File: src/hw/rtl/slcan_pkg.sv
package slcan_pkg;

    // payload sizing
    localparam int MAX_DATA_BYTES = 8;
    localparam int ID_W           = 29;
    localparam int STD_ID_W       = 11;
    localparam int DLC_W          = 4;
    localparam int LEN_W          = 8;
    localparam int BITRATE_COUNT  = 9;

    // reply codes
    localparam logic [1:0] REPLY_FRAME = 2'd0;
    localparam logic [1:0] REPLY_ACK   = 2'd1;
    localparam logic [1:0] REPLY_ERROR = 2'd2;

    // command letters
    localparam logic [7:0] CMD_SET_BITRATE = 8'h53; // S
    localparam logic [7:0] CMD_OPEN        = 8'h4F; // O
    localparam logic [7:0] CMD_LISTEN      = 8'h4C; // L
    localparam logic [7:0] CMD_CLOSE       = 8'h43; // C
    localparam logic [7:0] CMD_STATUS      = 8'h46; // F
    localparam logic [7:0] CMD_SERIAL      = 8'h4E; // N
    localparam logic [7:0] CMD_VERSION     = 8'h56; // V
    localparam logic [7:0] CMD_VERSION_LC  = 8'h76; // v
    localparam logic [7:0] CMD_STD_DATA    = 8'h74; // t
    localparam logic [7:0] CMD_EXT_DATA    = 8'h54; // T
    localparam logic [7:0] CMD_STD_REMOTE  = 8'h72; // r
    localparam logic [7:0] CMD_EXT_REMOTE  = 8'h52; // R

    // ascii anchors
    localparam logic [7:0] ASCII_ZERO = 8'h30;
    localparam logic [7:0] ASCII_CR   = 8'h0D;

    // status flag bit positions
    localparam int FLAG_WARNING = 2;
    localparam int FLAG_FIFO    = 3;
    localparam int FLAG_PASSIVE = 5;
    localparam int FLAG_BUS_ERR = 7;

    // last error code that means "unchanged"
    localparam logic [2:0] LEC_UNCHANGED = 3'd7;

    // line lengths of frame commands without data
    localparam logic [LEN_W-1:0] STD_BASE_LEN = 8'd5;
    localparam logic [LEN_W-1:0] EXT_BASE_LEN = 8'd10;
    // position of the last identifier digit
    localparam logic [LEN_W-1:0] STD_ID_END   = 8'd3;
    localparam logic [LEN_W-1:0] EXT_ID_END   = 8'd8;
    // bitrate command lengths
    localparam logic [LEN_W-1:0] S_LEN_SHORT  = 8'd2;
    localparam logic [LEN_W-1:0] S_LEN_LONG   = 8'd5;

endpackage

File: src/hw/rtl/slcan_command_line_decoder.sv
// Serial-line CAN command decoder. Takes one ASCII byte of a command line per
// transfer, with i_line_end on the last byte (no terminator is sent), and on
// that last byte gives one result: the reply code, the command letter, status
// flags, the bitrate index and bus-on flag after the line, and for t/T/r/R a
// CAN frame (identifier, DLC, data with byte i in bits 8i+7..8i). Bytes are
// taken one per clock: each one updates the line accumulators, and the result
// of a line sits in the output register from the cycle after its last byte.
// Bytes of the next line keep flowing while a result waits; only a last byte
// waits for the output register to be free.
module slcan_command_line_decoder #(
    parameter int MAX_DATA_BYTES = slcan_pkg::MAX_DATA_BYTES
) (
    input  logic                          i_clk,
    input  logic                          i_rst_n,
    // byte channel
    input  logic                          i_in_valid,
    output logic                          o_in_ready,
    input  logic [7:0]                    i_char_byte,
    input  logic                          i_line_end,
    input  logic                          i_tx_pending,
    input  logic                          i_error_warning,
    input  logic                          i_error_passive,
    input  logic                          i_rx_fifo_pending,
    input  logic [2:0]                    i_last_error_kind,
    // result channel
    output logic                          o_out_valid,
    input  logic                          i_out_ready,
    output logic [1:0]                    o_reply_status,
    output logic [7:0]                    o_command_echo,
    output logic [7:0]                    o_status_flags,
    output logic                          o_frame_valid,
    output logic                          o_frame_extended,
    output logic                          o_frame_remote,
    output logic [slcan_pkg::ID_W-1:0]    o_frame_id,
    output logic [slcan_pkg::DLC_W-1:0]   o_frame_dlc,
    output logic [8*MAX_DATA_BYTES-1:0]   o_frame_data,
    output logic [3:0]                    o_bitrate_sel,
    output logic                          o_channel_open
);

    localparam int LEN_W    = slcan_pkg::LEN_W;
    localparam int ID_W     = slcan_pkg::ID_W;
    localparam int DLC_W    = slcan_pkg::DLC_W;
    localparam int DATA_W   = 8 * MAX_DATA_BYTES;
    localparam int NIBBLES  = 2 * MAX_DATA_BYTES;
    localparam int NIB_W    = $clog2(NIBBLES);
    localparam logic [LEN_W-1:0] LEN_MAX       = {LEN_W{1'b1}};
    localparam logic [LEN_W-1:0] NIBBLES_L     = LEN_W'(NIBBLES);
    localparam logic [LEN_W-1:0] STD_MAX_LEN   = slcan_pkg::STD_BASE_LEN + NIBBLES_L;
    localparam logic [LEN_W-1:0] EXT_MAX_LEN   = slcan_pkg::EXT_BASE_LEN + NIBBLES_L;
    localparam logic [DLC_W-1:0] DLC_MAX       = DLC_W'(MAX_DATA_BYTES);

    // hex digit decode, carriage return counts as D
    function automatic logic [4:0] hex_decode(input logic [7:0] c);
        logic [4:0] res;
        res = 5'd0;
        if (c == slcan_pkg::ASCII_CR) begin
            res = {1'b1, 4'hD};
        end else if (c >= 8'h30 && c <= 8'h39) begin
            res = {1'b1, 4'(c - 8'h30)};
        end else if (c >= 8'h41 && c <= 8'h46) begin
            res = {1'b1, 4'(c - 8'h37)};
        end else if (c >= 8'h61 && c <= 8'h66) begin
            res = {1'b1, 4'(c - 8'h57)};
        end
        return res;
    endfunction

    // channel state
    logic             r_bus_on;
    logic             r_init_done;
    logic [3:0]       r_bitrate;
    // line accumulators
    logic [LEN_W-1:0] r_len;
    logic [7:0]       r_letter;
    logic [7:0]       r_first_arg;
    logic             r_non_hex;
    logic [ID_W-1:0]  r_id;
    logic [DLC_W-1:0] r_dlc;
    logic [DATA_W-1:0] r_data;

    // next values after the current byte
    logic [LEN_W-1:0] n_len;
    logic [7:0]       n_letter;
    logic [7:0]       n_first_arg;
    logic             n_non_hex;
    logic [ID_W-1:0]  n_id;
    logic [DLC_W-1:0] n_dlc;
    logic [DATA_W-1:0] n_data;

    // result of a completed line
    logic             n_bus_on;
    logic             n_init_done;
    logic [3:0]       n_bitrate;
    logic [1:0]       n_reply;
    logic [7:0]       n_flags;
    logic             n_fv;
    logic             n_fx;
    logic             n_fr;
    logic [ID_W-1:0]  n_fid;
    logic [DLC_W-1:0] n_fdlc;
    logic [DATA_W-1:0] n_fdata;

    // output register
    logic             r_out_valid;
    logic [1:0]       r_reply;
    logic [7:0]       r_echo;
    logic [7:0]       r_flags;
    logic             r_fv;
    logic             r_fx;
    logic             r_fr;
    logic [ID_W-1:0]  r_fid;
    logic [DLC_W-1:0] r_fdlc;
    logic [DATA_W-1:0] r_fdata;
    logic [3:0]       r_out_bitrate;
    logic             r_out_open;

    logic             in_xfer;
    logic             line_done;
    logic [4:0]       hex;
    logic [3:0]       digit;
    logic             is_std;
    logic             is_ext;
    logic [LEN_W-1:0] id_end;
    logic [LEN_W-1:0] nib_pos;
    logic [NIB_W-1:0] nib_slot;

    // a last byte needs a free output register, other bytes always pass
    assign o_in_ready = !r_out_valid || i_out_ready || !i_line_end;
    assign in_xfer    = i_in_valid && o_in_ready;
    assign line_done  = in_xfer && i_line_end;

    assign hex   = hex_decode(i_char_byte);
    assign digit = hex[3:0];

    // fold the byte into the line accumulators
    always_comb begin
        n_letter    = r_letter;
        n_first_arg = r_first_arg;
        n_non_hex   = r_non_hex;
        n_id        = r_id;
        n_dlc       = r_dlc;
        n_data      = r_data;
        is_std      = (n_letter == slcan_pkg::CMD_STD_DATA) ||
                      (n_letter == slcan_pkg::CMD_STD_REMOTE);
        is_ext      = (n_letter == slcan_pkg::CMD_EXT_DATA) ||
                      (n_letter == slcan_pkg::CMD_EXT_REMOTE);
        id_end      = is_ext ? slcan_pkg::EXT_ID_END : slcan_pkg::STD_ID_END;
        nib_pos     = r_len - id_end - LEN_W'(2);
        nib_slot    = {nib_pos[NIB_W-1:1], ~nib_pos[0]};
        if (r_len == '0) begin
            n_letter = i_char_byte;
            is_std   = 1'b0;
            is_ext   = 1'b0;
        end else begin
            if (!hex[4]) begin
                n_non_hex = 1'b1;
            end
            if (r_len == LEN_W'(1)) begin
                n_first_arg = i_char_byte;
            end
            if (is_std || is_ext) begin
                priority if (r_len <= id_end) begin
                    n_id = {r_id[ID_W-5:0], digit};
                end else if (r_len == id_end + LEN_W'(1)) begin
                    n_dlc = digit;
                end else begin
                    // digits past the last data byte are dropped
                    if (nib_pos < NIBBLES_L) begin
                        for (int j = 0; j < NIBBLES; j++) begin
                            if (nib_slot == NIB_W'(j)) begin
                                n_data[4*j +: 4] = r_data[4*j +: 4] | digit;
                            end
                        end
                    end
                end
            end
        end
        n_len = (r_len == LEN_MAX) ? r_len : r_len + LEN_W'(1);
    end

    // decide the outcome of the line
    always_comb begin
        logic [7:0]       sel;
        logic [LEN_W-1:0] base;
        logic [LEN_W-1:0] max_len;
        logic             ext;
        logic             rem;
        logic             ok;
        n_bus_on    = r_bus_on;
        n_init_done = r_init_done;
        n_bitrate   = r_bitrate;
        n_reply     = slcan_pkg::REPLY_ERROR;
        n_flags     = 8'd0;
        n_fv        = 1'b0;
        n_fx        = 1'b0;
        n_fr        = 1'b0;
        n_fid       = '0;
        n_fdlc      = '0;
        n_fdata     = '0;
        sel         = n_first_arg - slcan_pkg::ASCII_ZERO;
        ext         = (n_letter == slcan_pkg::CMD_EXT_DATA) ||
                      (n_letter == slcan_pkg::CMD_EXT_REMOTE);
        rem         = (n_letter == slcan_pkg::CMD_STD_REMOTE) ||
                      (n_letter == slcan_pkg::CMD_EXT_REMOTE);
        base        = ext ? slcan_pkg::EXT_BASE_LEN : slcan_pkg::STD_BASE_LEN;
        max_len     = ext ? EXT_MAX_LEN : STD_MAX_LEN;
        ok          = 1'b0;
        if (!n_non_hex) begin
            unique case (n_letter)
                slcan_pkg::CMD_SERIAL, slcan_pkg::CMD_VERSION,
                slcan_pkg::CMD_VERSION_LC: begin
                    n_reply = slcan_pkg::REPLY_ACK;
                end
                slcan_pkg::CMD_STATUS: begin
                    if (r_bus_on) begin
                        n_flags[slcan_pkg::FLAG_WARNING] = i_error_warning;
                        n_flags[slcan_pkg::FLAG_PASSIVE] = i_error_passive;
                        n_flags[slcan_pkg::FLAG_FIFO]    = i_rx_fifo_pending;
                        n_flags[slcan_pkg::FLAG_BUS_ERR] =
                            (i_last_error_kind != 3'd0) &&
                            (i_last_error_kind != slcan_pkg::LEC_UNCHANGED);
                    end
                    n_reply = slcan_pkg::REPLY_ACK;
                end
                slcan_pkg::CMD_SET_BITRATE: begin
                    if (!r_bus_on && (n_len == slcan_pkg::S_LEN_LONG ||
                                      n_len == slcan_pkg::S_LEN_SHORT) &&
                        sel < 8'(slcan_pkg::BITRATE_COUNT)) begin
                        n_bitrate   = sel[3:0];
                        n_init_done = 1'b1;
                        n_reply     = slcan_pkg::REPLY_ACK;
                    end
                end
                slcan_pkg::CMD_OPEN, slcan_pkg::CMD_LISTEN: begin
                    if (r_init_done && !r_bus_on) begin
                        n_bus_on = 1'b1;
                        n_reply  = slcan_pkg::REPLY_ACK;
                    end
                end
                slcan_pkg::CMD_CLOSE: begin
                    if (r_bus_on) begin
                        n_bus_on    = 1'b0;
                        n_init_done = 1'b0;
                        n_reply     = slcan_pkg::REPLY_ACK;
                    end
                end
                slcan_pkg::CMD_STD_DATA, slcan_pkg::CMD_EXT_DATA,
                slcan_pkg::CMD_STD_REMOTE, slcan_pkg::CMD_EXT_REMOTE: begin
                    if (r_bus_on && !i_tx_pending) begin
                        if (rem) begin
                            ok = (n_len == base);
                        end else begin
                            ok = (n_len >= base) && (n_len <= max_len) &&
                                 (LEN_W'(n_dlc) == ((n_len - base) >> 1)) &&
                                 (n_dlc <= DLC_MAX);
                        end
                    end
                    if (ok) begin
                        n_reply = slcan_pkg::REPLY_FRAME;
                        n_fv    = 1'b1;
                        n_fx    = ext;
                        n_fr    = rem;
                        n_fid   = ext ? n_id
                                      : {{(ID_W-slcan_pkg::STD_ID_W){1'b0}},
                                         n_id[slcan_pkg::STD_ID_W-1:0]};
                        n_fdlc  = n_dlc;
                        if (!rem) begin
                            for (int b = 0; b < MAX_DATA_BYTES; b++) begin
                                if (DLC_W'(b) < n_dlc) begin
                                    n_fdata[8*b +: 8] = n_data[8*b +: 8];
                                end
                            end
                        end
                    end
                end
                default: begin
                    n_reply = slcan_pkg::REPLY_ERROR;
                end
            endcase
        end
    end

    // line accumulators and channel state
    always_ff @(posedge i_clk) begin
        if (!i_rst_n) begin
            r_bus_on    <= 1'b0;
            r_init_done <= 1'b0;
            r_bitrate   <= 4'd0;
            r_len       <= '0;
            r_letter    <= 8'd0;
            r_first_arg <= 8'd0;
            r_non_hex   <= 1'b0;
            r_id        <= '0;
            r_dlc       <= '0;
            r_data      <= '0;
        end else if (in_xfer) begin
            if (i_line_end) begin
                r_bus_on    <= n_bus_on;
                r_init_done <= n_init_done;
                r_bitrate   <= n_bitrate;
                r_len       <= '0;
                r_letter    <= 8'd0;
                r_first_arg <= 8'd0;
                r_non_hex   <= 1'b0;
                r_id        <= '0;
                r_dlc       <= '0;
                r_data      <= '0;
            end else begin
                r_len       <= n_len;
                r_letter    <= n_letter;
                r_first_arg <= n_first_arg;
                r_non_hex   <= n_non_hex;
                r_id        <= n_id;
                r_dlc       <= n_dlc;
                r_data      <= n_data;
            end
        end
    end

    // result register valid
    always_ff @(posedge i_clk) begin
        if (!i_rst_n) begin
            r_out_valid <= 1'b0;
        end else if (line_done) begin
            r_out_valid <= 1'b1;
        end else if (i_out_ready) begin
            r_out_valid <= 1'b0;
        end
    end

    // result register payload
    always_ff @(posedge i_clk) begin
        if (line_done) begin
            r_reply       <= n_reply;
            r_echo        <= n_letter;
            r_flags       <= n_flags;
            r_fv          <= n_fv;
            r_fx          <= n_fx;
            r_fr          <= n_fr;
            r_fid         <= n_fid;
            r_fdlc        <= n_fdlc;
            r_fdata       <= n_fdata;
            r_out_bitrate <= n_bitrate;
            r_out_open    <= n_bus_on;
        end
    end

    assign o_out_valid      = r_out_valid;
    assign o_reply_status   = r_reply;
    assign o_command_echo   = r_echo;
    assign o_status_flags   = r_flags;
    assign o_frame_valid    = r_fv;
    assign o_frame_extended = r_fx;
    assign o_frame_remote   = r_fr;
    assign o_frame_id       = r_fid;
    assign o_frame_dlc      = r_fdlc;
    assign o_frame_data     = r_fdata;
    assign o_bitrate_sel    = r_out_bitrate;
    assign o_channel_open   = r_out_open;

`ifndef ASSERT_OFF
    // a frame result always carries the frame reply code
    a_frame_reply: assert property (@(posedge i_clk) disable iff (!i_rst_n)
        o_out_valid |-> (o_frame_valid == (o_reply_status == slcan_pkg::REPLY_FRAME)))
        else $error("frame flag and reply code disagree");

    // a frame can only go out on an open channel
    a_frame_open: assert property (@(posedge i_clk) disable iff (!i_rst_n)
        (o_out_valid && o_frame_valid) |-> o_channel_open)
        else $error("frame emitted with channel closed");

    // status flags only come from a status query on an open channel
    a_flags_src: assert property (@(posedge i_clk) disable iff (!i_rst_n)
        (o_out_valid && o_status_flags != 8'd0) |->
            (o_command_echo == slcan_pkg::CMD_STATUS && o_channel_open))
        else $error("status flags set outside a status query");

    // line state is cleared after the last byte of a line
    a_line_clear: assert property (@(posedge i_clk) disable iff (!i_rst_n)
        line_done |=> (r_len == '0 && !r_non_hex && r_data == '0))
        else $error("line state not cleared at line end");
`endif

endmodule

File: config.mk
export PLATFORM = sky130hd
export DESIGN_NAME = slcan_command_line_decoder
export DESIGN_NICKNAME = d
export VERILOG_FILES = /design/src/hw/rtl/slcan_pkg.sv /design/src/hw/rtl/slcan_command_line_decoder.sv
export SDC_FILE = /design/constraint.sdc
export NUM_CORES = 1
export LEC_CHECK = 0
export BUFFER_PORTS_ARGS = -buffer_cell sky130_fd_sc_hd__buf_2
export CORE_UTILIZATION = 55
export CTS_BUF_LIST = sky130_fd_sc_hd__clkbuf_2
export CTS_CLUSTER_DIAMETER = 80
export DETAILED_ROUTE_END_ITERATION = 8
export PLACE_DENSITY = 0.76
export SYNTH_ARGS = -nofsm -noshare
export SYNTH_HDL_FRONTEND = slang
export SYNTH_SLANG_ARGS = --single-unit
File: constraint.sdc
create_clock -name i_clk -period 5.9 [get_ports i_clk]
set_input_delay 1.18 -clock i_clk [delete_from_list [all_inputs] [get_ports i_clk]]
set_output_delay 1.18 -clock i_clk [all_outputs]
set_load 0.05 [all_outputs]
==> metrics.txt, run 1 <==
total wire length=about 31 mm; setup bufs post-CTS=0; status=finished clean; antenna violations before repair=1; Tot GR Track Use=27.4%; slowest CP cell=nor4_4; fin cells=roughly 1700; class of the worst hold path=flop to flop; Vias/cell=5.86; fillcell total=~1800; cell family with most CP delay=simple AND/OR/NAND/NOR gates; sequential share of power=a little under three fifths; Worst-Margin Slew=1.18 ns; Iteration-0 DRC Markers=around 820; Num CTS Buffers=59; final hold viol count=0; grt ovf=0; Avg WL per Cell=between 15 and 20 um; drc violations=0; PwrDens=roughly 250 mW/mm^2; Final min period=4.92 ns; post-synthesis cell area=about 0.012 mm^2; critical path class=flop to flop; ANT nets after route=0; Max VDD drop=0.169 mV; Slew Limit Headroom=21.0%; Die Ht=~150 um; Pint=~0.0024 W; P_leak=roughly 4.7 nW; Top-Level Pins=between 100 and 150; CTS H-tree depth=2; CTS resizes=0; fin crit share=a little over four fifths; area of the multi-input gates=0.00551 mm^2; Max-Cap Viols=0; total die area=0.0225 mm^2; share of layout cells above drive strength 1=between 20 and 25%; HPWL Detailed=~21 mm; synth unique cells=between 80 and 90; Post-Route Skew=0.0730 ns; Buf/Inv on CP=2; fmax=approximately 200 MHz; largest net degree at the start of global routing=73; post-synthesis async set-or-reset flop share=0%; CP Capture Type=flop; num rows=53; routed vias=approximately 10000; required time worst endpoint=6.63 ns; initial core utilization=56.7%; Longest Clk Path Bufs=3; delay of the slowest critical-path stage=slightly below 0.7 ns; Area Growth Syn to Fin=12.6%; clock power share=34.7%; EDFF count, synth=around 120; Sw Pwr=approximately 0.00098 W; ys flop type=dfxtp_1; Root Buffer=clkbuf_2; CTS tree=done; PortBufs=140; Seq cells post-synth=approximately 250; RSZ-0062 raised after global routing=false; CP Cell Sequence=or3_1 -> nor3_2 -> inv_1 -> ha_1 -> or4_4 -> a2111oi_4 -> buf_4 -> mux2i_4 -> xnor2_1 -> nor2_1 -> nand4_4 -> nor4_4 -> o21a_1; DRT Pass-1 Iters=6; clk_lat worst skew=0.91 ns; Mapped Cells=between 1000 and 1500; number of global-route vias before repair=just over 9000; Cells after DPL=~1600; max-slew violations=0; synth warn=0; nets@finish=~1400; Avg Inst Size Synth=10.1 um^2; Comb power frac=approximately a tenth; CTS clk-pin slew, worst paths=~0.10 ns; first-pass GRT wire length=~48 mm; Final GP Congestion=~0.94; Switching Share=between 20% and 30%; Startpoint Class=flop; cts hold-fix bufs=0; Critical Path Fanout Max=12; core area=approximately 0.021 mm^2; Die Wd=about 150 um; sequential area share after synthesis=between 50% and 60%; Setup TNS=0 ns; final setup vio count=0; CTS Sinks=248; sequential cell area=0.00616 mm^2; CP arrival=5.66 ns
==> Yosys cell counts, types with 4 or more instances <==
master     instances  area share, %
edfxtp_1         119             30
nor4_1            31            1.6
buf_2              5           0.21
inv_1             24           0.75
nor2b_1           65            3.4
a31oi_1           17           0.88
xnor2_1           10           0.73
o31ai_1            4           0.25
xor2_1             6           0.44
nand2b_1          10           0.52
mux2i_1           36            3.0
nor3b_1            6           0.37
ha_1              15            1.6
buf_4              4           0.25
o21a_1            54            3.4
a22oi_1           47            2.9
a21oi_1           85            3.5
nand4_1            7           0.36
a22o_1             4           0.29
nor2_1           164            5.1
o21bai_1           4           0.25
nand2_1           63            2.0
nor3_1            38            1.6
o22ai_1            4           0.21
a21o_1             5           0.31
a2111oi_0          4           0.29
nor4_4             7            1.2
mux2_2            11            1.0
clkbuf_1          59            1.8
and2_1            24            1.2
and4_1             5           0.36
o21ai_0           27            1.1
or3_1              5           0.26
dfxtp_1          129             21
a211o_1            4           0.29
nand3_1           13           0.54
and3_1             7           0.36
==> per-layer routing <==
metal	track usage, %	share of wire, %	up-vias
met3	4.88	7.4	57
met1	37.2	44	4632
li1	-	-	4689
met4	10.3	2.0	0
met2	43.8	47	418
met5	0	0	-
==> cells in the final DEF (no fill, tap or decap), types with 6 or more instances in the layout <==
master    instances
nor3_2            6
nor4_4            7
nand2b_1         10
edfxtp_1        119
xor2_1            6
inv_1            23
nor2b_1          65
buf_4            19
o21ai_0          26
clkinv_1         18
and3_1            7
and2_1           24
buf_2           140
a31oi_1          17
nand2_1          62
nand4_1           7
dfxtp_1         129
nor4_1           31
xnor2_1          10
mux2i_1          36
ha_1             15
nor3_1           34
a21oi_1          85
a22oi_1          47
clkbuf_2         90
nand3_1          13
nor2_1          163
o21a_1           54
mux2_2           11
nor3b_1           6
==> path summary, 6_finish.rpt <==
kind	slack (ns)	end	from	depth (start not counted)
max reg2reg	0.98	o_frame_data[48]	r_letter[0]	13
min	0.46	r_data[3]	r_data[3]	2
min reg2reg	0.46	r_data[3]	r_data[3]	2
max	0.98	o_frame_data[48]	r_letter[0]	13
==> cell type report <==
cell class | count | share of cell area, %
inverters | 25 | 0.711
flip-flops and latches | 248 | 45.4
clock buffers | 90 | 3.33
clock inverters | 22 | 0.877
multi-input cells | 850 | 40.7
repair buffers | 160 | 6.37
diodes | 2 | 0.0369
well taps | 275 | 2.54
==> cell families after synthesis <==
| logic type | share of synthesized area (%) |
|---|---|
| AND/OR/NAND/NOR | 20.7 |
| other | 0.0312 |
| AO/OA/AOI/OAI | 16.8 |
| buffers and inverters | 3.39 |
| adder cells (fa/ha/maj) | 2.06 |
| multiplexers | 4.70 |
| XOR/XNOR | 1.16 |
| flip-flops | 51.1 |
==> state kept, by name, summed over array words and instances (netlist names), 2 cells and up <==
signal and cells:
o_frame_data 64, r_data 64, o_frame_id 29, r_id 29, o_command_echo 8, r_first_arg 8, r_len 8, r_letter 8
o_bitrate_sel 4, o_frame_dlc 4, o_status_flags 4, r_bitrate 4, r_dlc 4, o_reply_status 2
==> worst reg2reg max path, cell delays in order (launching register included) <==
cell	delay (ns)
dfxtp_1	0.37
or3_1	0.45
nor3_2	0.20
inv_1	0.20
ha_1	0.46
or4_4	0.58
a2111oi_4	0.30
buf_4	0.27
mux2i_4	0.40
xnor2_1	0.12
nor2_1	0.21
nand4_4	0.33
nor4_4	0.69
o21a_1	0.22
==> stage by stage <==
step	hold WS [ns]	instance area (um^2)	util [%]	total power [W]	worst slack, ns
finish	0.462	13500	63.8	0.00335	0.976
detailed placement	0.442	13000	61.1	0.00222	0.756
CTS	0.458	13500	63.8	0.00336	1.01
floorplan	0.426	12000	-	0.00214	0.965
global route	0.486	13500	63.8	0.00348	0.668
global placement	0.434	13000	61.1	0.00222	0.847
==> power groups by stage <==
stage	clock network [W]	registers (W)	logic (W)
after floorplan	0	0.00202	0.000120
after CTS	0.00118	0.00185	0.000333
after global routing	0.00127	0.00186	0.000351
after detailed placement	0	0.00189	0.000332
final	0.00116	0.00185	0.000333
after global placement	0	0.00189	0.000329
Power figures use the tool's default switching activity.
==> run 2, diff against run 1 <==
--- a/config.mk
+++ b/config.mk
@@ -10,7 +10,7 @@
 export CTS_BUF_LIST = sky130_fd_sc_hd__clkbuf_2
 export CTS_CLUSTER_DIAMETER = 80
 export DETAILED_ROUTE_END_ITERATION = 8
-export PLACE_DENSITY = 0.76
+export PLACE_DENSITY = 0.79
 export SYNTH_ARGS = -nofsm -noshare
 export SYNTH_HDL_FRONTEND = slang
 export SYNTH_SLANG_ARGS = --single-unit
==> constraint.sdc (replaced) <==
create_clock -name i_clk -period 4.1 [get_ports i_clk]
set_input_delay 0.82 -clock i_clk [delete_from_list [all_inputs] [get_ports i_clk]]
set_output_delay 0.82 -clock i_clk [all_outputs]
set_load 0.05 [all_outputs]
==> run 2 against run 1 <==
Effect of this change:
- final cell count grew 5.9%
- maximum frequency is 20% higher
- non-clock buffer count up 99
- via count grew 7.4%
- worst setup slack worse by 0.98 ns
- wire length up 7.9%
- count of clock-buffer cells in the layout increased by 5
- sequential cell count stayed put
- the flow now finishes with violations (negative setup slack)
- die area unchanged
- total power up 44%
==> metrics.txt, run 2 (synthesis gave the netlist of run 1 again) <==
Startpoint Class=flop; HPWL Detailed=roughly 22 mm; ANT nets after route=0; fin util=between 60% and 70%; PwrDens=about 330 mW/mm^2; CP Cell Sequence=or3_4 -> nor3_4 -> inv_2 -> ha_4 -> fa_2 -> or3b_2 -> o211ai_1 -> a2111oi_4 -> clkbuf_16 -> mux2i_4 -> nor3b_2 -> o21bai_4 -> mux2_4 -> a21oi_4 -> buf_12 -> clkbuf_16 -> nor4_2; Placed Area=roughly 0.014 mm^2; grt ovf=0; CP arrival=around 4.8 ns; Worst-Margin Slew=between 1 and 1.5 ns; required time worst endpoint=approximately 4.8 ns; CTS Sinks=between 200 and 250; final hold viol count=0; design area=0.0147 mm^2; initial core utilization=between 50% and 60%; Area Growth Syn to Fin=22.2%; most frequent cells in the layout=160 x nor2_1, 140 x buf_2, 126 x dfxtp_1; P_leak=about 5.3 nW; share of layout cells above drive strength 1=between 30% and 40%; sequential share of power=between 50% and 60%; Max VDD drop=around 0.28 mV; Tot GR Track Use=roughly 29%; critical path class=flop to flop; Avg WL per Cell=~19 um; largest net degree at the start of global routing=66; core area=between 0.02 and 0.025 mm^2; Root Buffer=clkbuf_2; clock power share=34.0%; routed vias=between 10000 and 15000; cell family with most CP delay=simple AND/OR/NAND/NOR gates; final setup vio count=1; pre-CTS WS=-0.0585 ns; Critical Path Fanout Max=6; class of the worst hold path=primary input to flop; DRT Pass-1 Iters=5; Slew Limit Headroom=between 15 and 20%; Max-Cap Viols=0; Num CTS Buffers=60; Post-Route Skew=approximately 0.066 ns; commonest non-fill, non-tap cell in the layout=nor2_1; Final GP Congestion=0.965; antenna violations before repair=1; Switching Share=between 20% and 30%; Longest Clk Path Bufs=3; Comb power frac=10.7%; Top-Level Pins=145; num rows=53; delay of the slowest critical-path stage=roughly 0.42 ns; Iteration-0 DRC Markers=892; status=finished with violations; Buf/Inv on CP=4; RSZ-0062 raised after global routing=true; Final min period=just over 4 ns; max-slew violations=0; CTS tree=done; total die area=between 0.02 and 0.025 mm^2; first-pass GRT wire length=slightly above 50 mm; hold path depth=3; CTS H-tree depth=2; Vias/cell=5.94; total wire length=33.4 mm; fin cells=1771; fillcell total=1623; Cells after DPL=roughly 1600; Pint=between 0.003 and 0.004 W; final worst setup slack=-0.00450 ns; area of the multi-input gates=0.00578 mm^2; slowest CP cell=a2111oi_4; fmax=~240 MHz; Stages on worst setup path=17; PortBufs=140; drc violations=0; CTS clk-pin slew, worst paths=about 0.12 ns; Die Ht=approximately 150 um; CP Capture Type=flop; fin crit share=100%; number of global-route vias before repair=between 9000 and 10000; Die Wd=150 um; Sw Pwr=around 0.0014 W; failing checks=negative setup slack; nets@finish=between 1000 and 1500; clk_lat worst skew=approximately 0.90 ns; sequential cell area=0.00616 mm^2; number of cells on the worst reg-to-reg path=17; CP dominant cell by count=clkbuf_16
[run 2: area by class of cell]
type	instances	share of cell area [%]
clock buffer	95	3.23
antenna	1	0.0170
sequential	248	41.9
clock inverter	18	0.545
timing repair buffer	259	12.0
inverter	25	0.664
multi-input combinational	850	39.3
tap	275	2.34
[run 2: power by group through the flow]
stage / combinational [W] / sequential, W / clock [W]
2_1_floorplan: 0.000179 / 0.00291 / 0
3_3_place_gp: 0.000505 / 0.00272 / 0
3_5_place_dp: 0.000508 / 0.00272 / 0
4_1_cts: 0.000509 / 0.00267 / 0.00167
5_1_grt: 0.000546 / 0.00267 / 0.00179
6_report: 0.000518 / 0.00266 / 0.00164
[run 2: what timing repair did]
item                                    4_1_cts  5_1_grt
cloned                                        0        5
setup buffers                                 0       16
gates resized for setup                       1       50
endpoints found under the setup margin       11       98
pin swaps                                     0       17
hold buffers                                  0        0
[run 2: worst min-delay path, delay by kind of cell]
family / cells / cell delay, ns
AOI/OAI and AO/OA: 1 / 0.07
and+or+nand+nor: 1 / 0.08
buffers and inverters: 1 / 0.08
[run 2: final timing paths]
| check | endpoint | from | slack, ns |
|---|---|---|---|
| setup / recovery | o_frame_id[12] | r_letter[3] | -0.004 |
| hold / removal | o_out_valid | i_out_ready | 0.22 |
| setup reg to reg | o_frame_id[12] | r_letter[3] | -0.004 |
| hold reg to reg | r_data[27] | r_data[27] | 0.48 |
[run 2: through the flow]
stage / setup TNS (ns) / power, W / hold WS, ns
2_1_floorplan: 0 / 0.00309 / 0.426
3_3_place_gp: 0 / 0.00323 / 0.439
3_5_place_dp: -0.409 / 0.00323 / 0.456
4_1_cts: 0 / 0.00484 / 0.184
5_1_grt: -6.45 / 0.00501 / 0.216
6_report: -0.00450 / 0.00482 / 0.219
[run 2: metal layers]
layer / global-route usage (%) / routed length (um) / vias up
li1: - / - / 4886
met2: 46.3 / 15600 / 539
met4: 9.75 / 871 / 0
met1: 38.8 / 13800 / 5015
met5: 0 / 0 / -
met3: 6.55 / 3040 / 83
==> run 3, diff against run 2 <==
--- a/config.mk
+++ b/config.mk
@@ -11,6 +11,7 @@
 export CTS_CLUSTER_DIAMETER = 80
 export DETAILED_ROUTE_END_ITERATION = 8
 export PLACE_DENSITY = 0.79
+export SKIP_LAST_GASP = 1
 export SYNTH_ARGS = -nofsm -noshare
 export SYNTH_HDL_FRONTEND = slang
 export SYNTH_SLANG_ARGS = --single-unit
==> run 3 against run 2 <==
Effect of this change:
- the flow still finishes with violations (negative setup slack)
- final area hardly changed
- first-iteration DRC count is 2.6% lower
- via count is 0.10% higher
- clock skew is 0.0022 ns higher
- hold slack worse by 0.010 ns
- largest cell class unchanged
- largest power group unchanged
- highest routed layer unchanged
==> metrics.txt, run 3 (synthesis gave the netlist of run 1 again) <==
number of cells on the worst reg-to-reg path=17; worst hold slack=roughly 0.21 ns; Final GP Congestion=between 0.9 and 1; routed vias=between 10000 and 15000; Die Wd=150 um; Worst Hold Path EP=o_out_valid; largest net degree at the start of global routing=66; num rows=53; HPWL Detailed=between 20 and 25 mm; final worst setup slack=-0.0166 ns; class of the worst hold path=primary input to flop; cts hold-fix bufs=0; CP arrival=between 4 and 5 ns; hold path depth=3; Avg WL per Cell=approximately 19 um; Startpoint Class=flop; GRT met1 Usage=roughly 39%; Post-Route Skew=0.0678 ns; Max-Cap Viols=0; delay of the slowest critical-path stage=around 0.42 ns; Die Ht=150 um; fin crit share=100%; CP Capture Type=flop; commonest non-fill, non-tap cell in the layout=nor2_1; Hold Path Origin=i_out_ready; total die area=0.0225 mm^2; Longest Clk Path Bufs=3; most frequent cells in the layout=160 x nor2_1, 140 x buf_2, 126 x dfxtp_1; total wire length=33.5 mm; grt ovf=0; CTS H-tree depth=2; failing checks=negative setup slack; core area=0.0212 mm^2; DRT Pass-1 Iters=5; first-pass GRT wire length=between 50 and 60 mm; RSZ-0062 raised after global routing=true; CTS clk-pin slew, worst paths=~0.12 ns; P_leak=5.29 nW; Top-Level Pins=roughly 150; Cells after DPL=around 1600; M2 GR Usage=about 46%; number of global-route vias before repair=approximately 9800; PortBufs=between 100 and 150; R2R setup slack=-0.02 ns; final hold viol count=0; Tot GR Track Use=roughly 29%; fin cells=approximately 1800; status=finished with violations; Num CTS Buffers=60; met3 usage=~6.6%; drc violations=0; RR Endpoint=o_frame_id[12]; required time worst endpoint=roughly 4.8 ns; clk_lat worst skew=a little under 0.9 ns; nets@finish=between 1000 and 1500; Critical Path Fanout Max=6; slowest CP cell=a2111oi_4; layer with the highest usage=met2; critical path class=flop to flop; Iteration-0 DRC Markers=between 800 and 900; antenna violations before repair=1; Area Growth Syn to Fin=22.1%; max-slew violations=0; Final min period=between 4 and 5 ns; Vias/cell=between 5 and 6; Slew Limit Headroom=between 15 and 20%; CP Cell Sequence=or3_4 -> nor3_4 -> inv_2 -> ha_4 -> fa_2 -> or3b_2 -> o211ai_1 -> a2111oi_4 -> clkbuf_16 -> mux2i_4 -> nor3b_2 -> o21bai_4 -> mux2_4 -> a21oi_4 -> buf_12 -> clkbuf_16 -> nor4_2; CTS tree=done; Max VDD drop=0.277 mV; fmax=between 200 and 250 MHz; CTS Sinks=248; CP dominant cell by count=clkbuf_16; initial core utilization=a little under three fifths; final setup vio count=8; PwrDens=approximately 330 mW/mm^2; share of layout cells above drive strength 1=a little under a third; ANT nets after route=0; Worst-Margin Slew=between 1 and 1.5 ns; Root Buffer=clkbuf_2; worst reg2reg startpoint=r_letter[3]
run 3: cell counts in the layout (fill, tap and decap cells not counted):
No cell type changed its count.
run 3: cell type report:
cell class	count	area (um^2)
clock buffer	95	475
antenna	1	2.50
tap	275	344
sequential	248	6160
multi-input combinational	850	5780
inverter	25	97.6
timing repair buffer	259	1760
clock inverter	18	80.1
fill	1626	6530
run 3: critical path, delay by kind of cell, from the launching register on:
kind	cells	cell delay, ns
adders and majority gates	2	0.49
muxes	2	0.46
buffers and inverters	4	0.62
and+or+nand+nor	5	1.18
DFF	1	0.34
AOI/OAI and AO/OA	4	0.78
run 3: timing repair:
action,CTS,global route
pin swaps,0,15
gates cloned,0,5
buffers inserted,0,16
gates resized for setup,1,48
endpoints found under the setup margin,11,98
run 3: how the worst max path moves through the flow:
| stage | start | endpoint | slack [ns] | cells after the start |
|---|---|---|---|---|
| 6_report | r_letter[3] | o_frame_id[12] | -0.02 | 17 |
| 5_1_grt | r_letter[3] | o_frame_id[3] | -0.18 | 17 |
| 4_1_cts | r_letter[3] | o_frame_data[27] | 0.004 | 17 |
| 3_5_place_dp | i_char_byte[5] | o_frame_data[27] | -0.06 | 16 |
| 3_3_place_gp | i_char_byte[5] | o_frame_data[7] | 0.008 | 14 |
| 2_1_floorplan | i_char_byte[4] | o_frame_data[11] | 0.02 | 14 |
run 3: per-layer routing:
layer,share of wire (%),up-vias,wire (um)
met3,9.2,76,3070
met2,47,564,15700
met1,41,5008,13900
met5,0,-,0
met4,2.5,0,838
li1,-,4886,-
run 3: where the power goes:
| group | leakage [nW] | internal (W) | switching (W) |
|---|---|---|---|
| Sequential | 2.11 | 0.00264 | 0.0000208 |
| Combinational | 2.74 | 0.000123 | 0.000395 |
| Clock | 0.433 | 0.000623 | 0.00103 |
| Total | 5.29 | 0.00339 | 0.00144 |
run 3: through the flow:
stage / TNS [ns] / setup WS (ns) / instance area [um^2] / utilization, % / total power (W)
2_1_floorplan: 0 / 0.0194 / 12100 / - / 0.00309
3_3_place_gp: 0 / 0.00780 / 13700 / 64.4 / 0.00323
3_5_place_dp: -0.409 / -0.0585 / 13700 / 64.4 / 0.00323
4_1_cts: 0 / 0.00397 / 14200 / 67.0 / 0.00484
5_1_grt: -6.66 / -0.183 / 14700 / 69.2 / 0.00501
6_report: -0.0599 / -0.0166 / 14700 / 69.2 / 0.00483
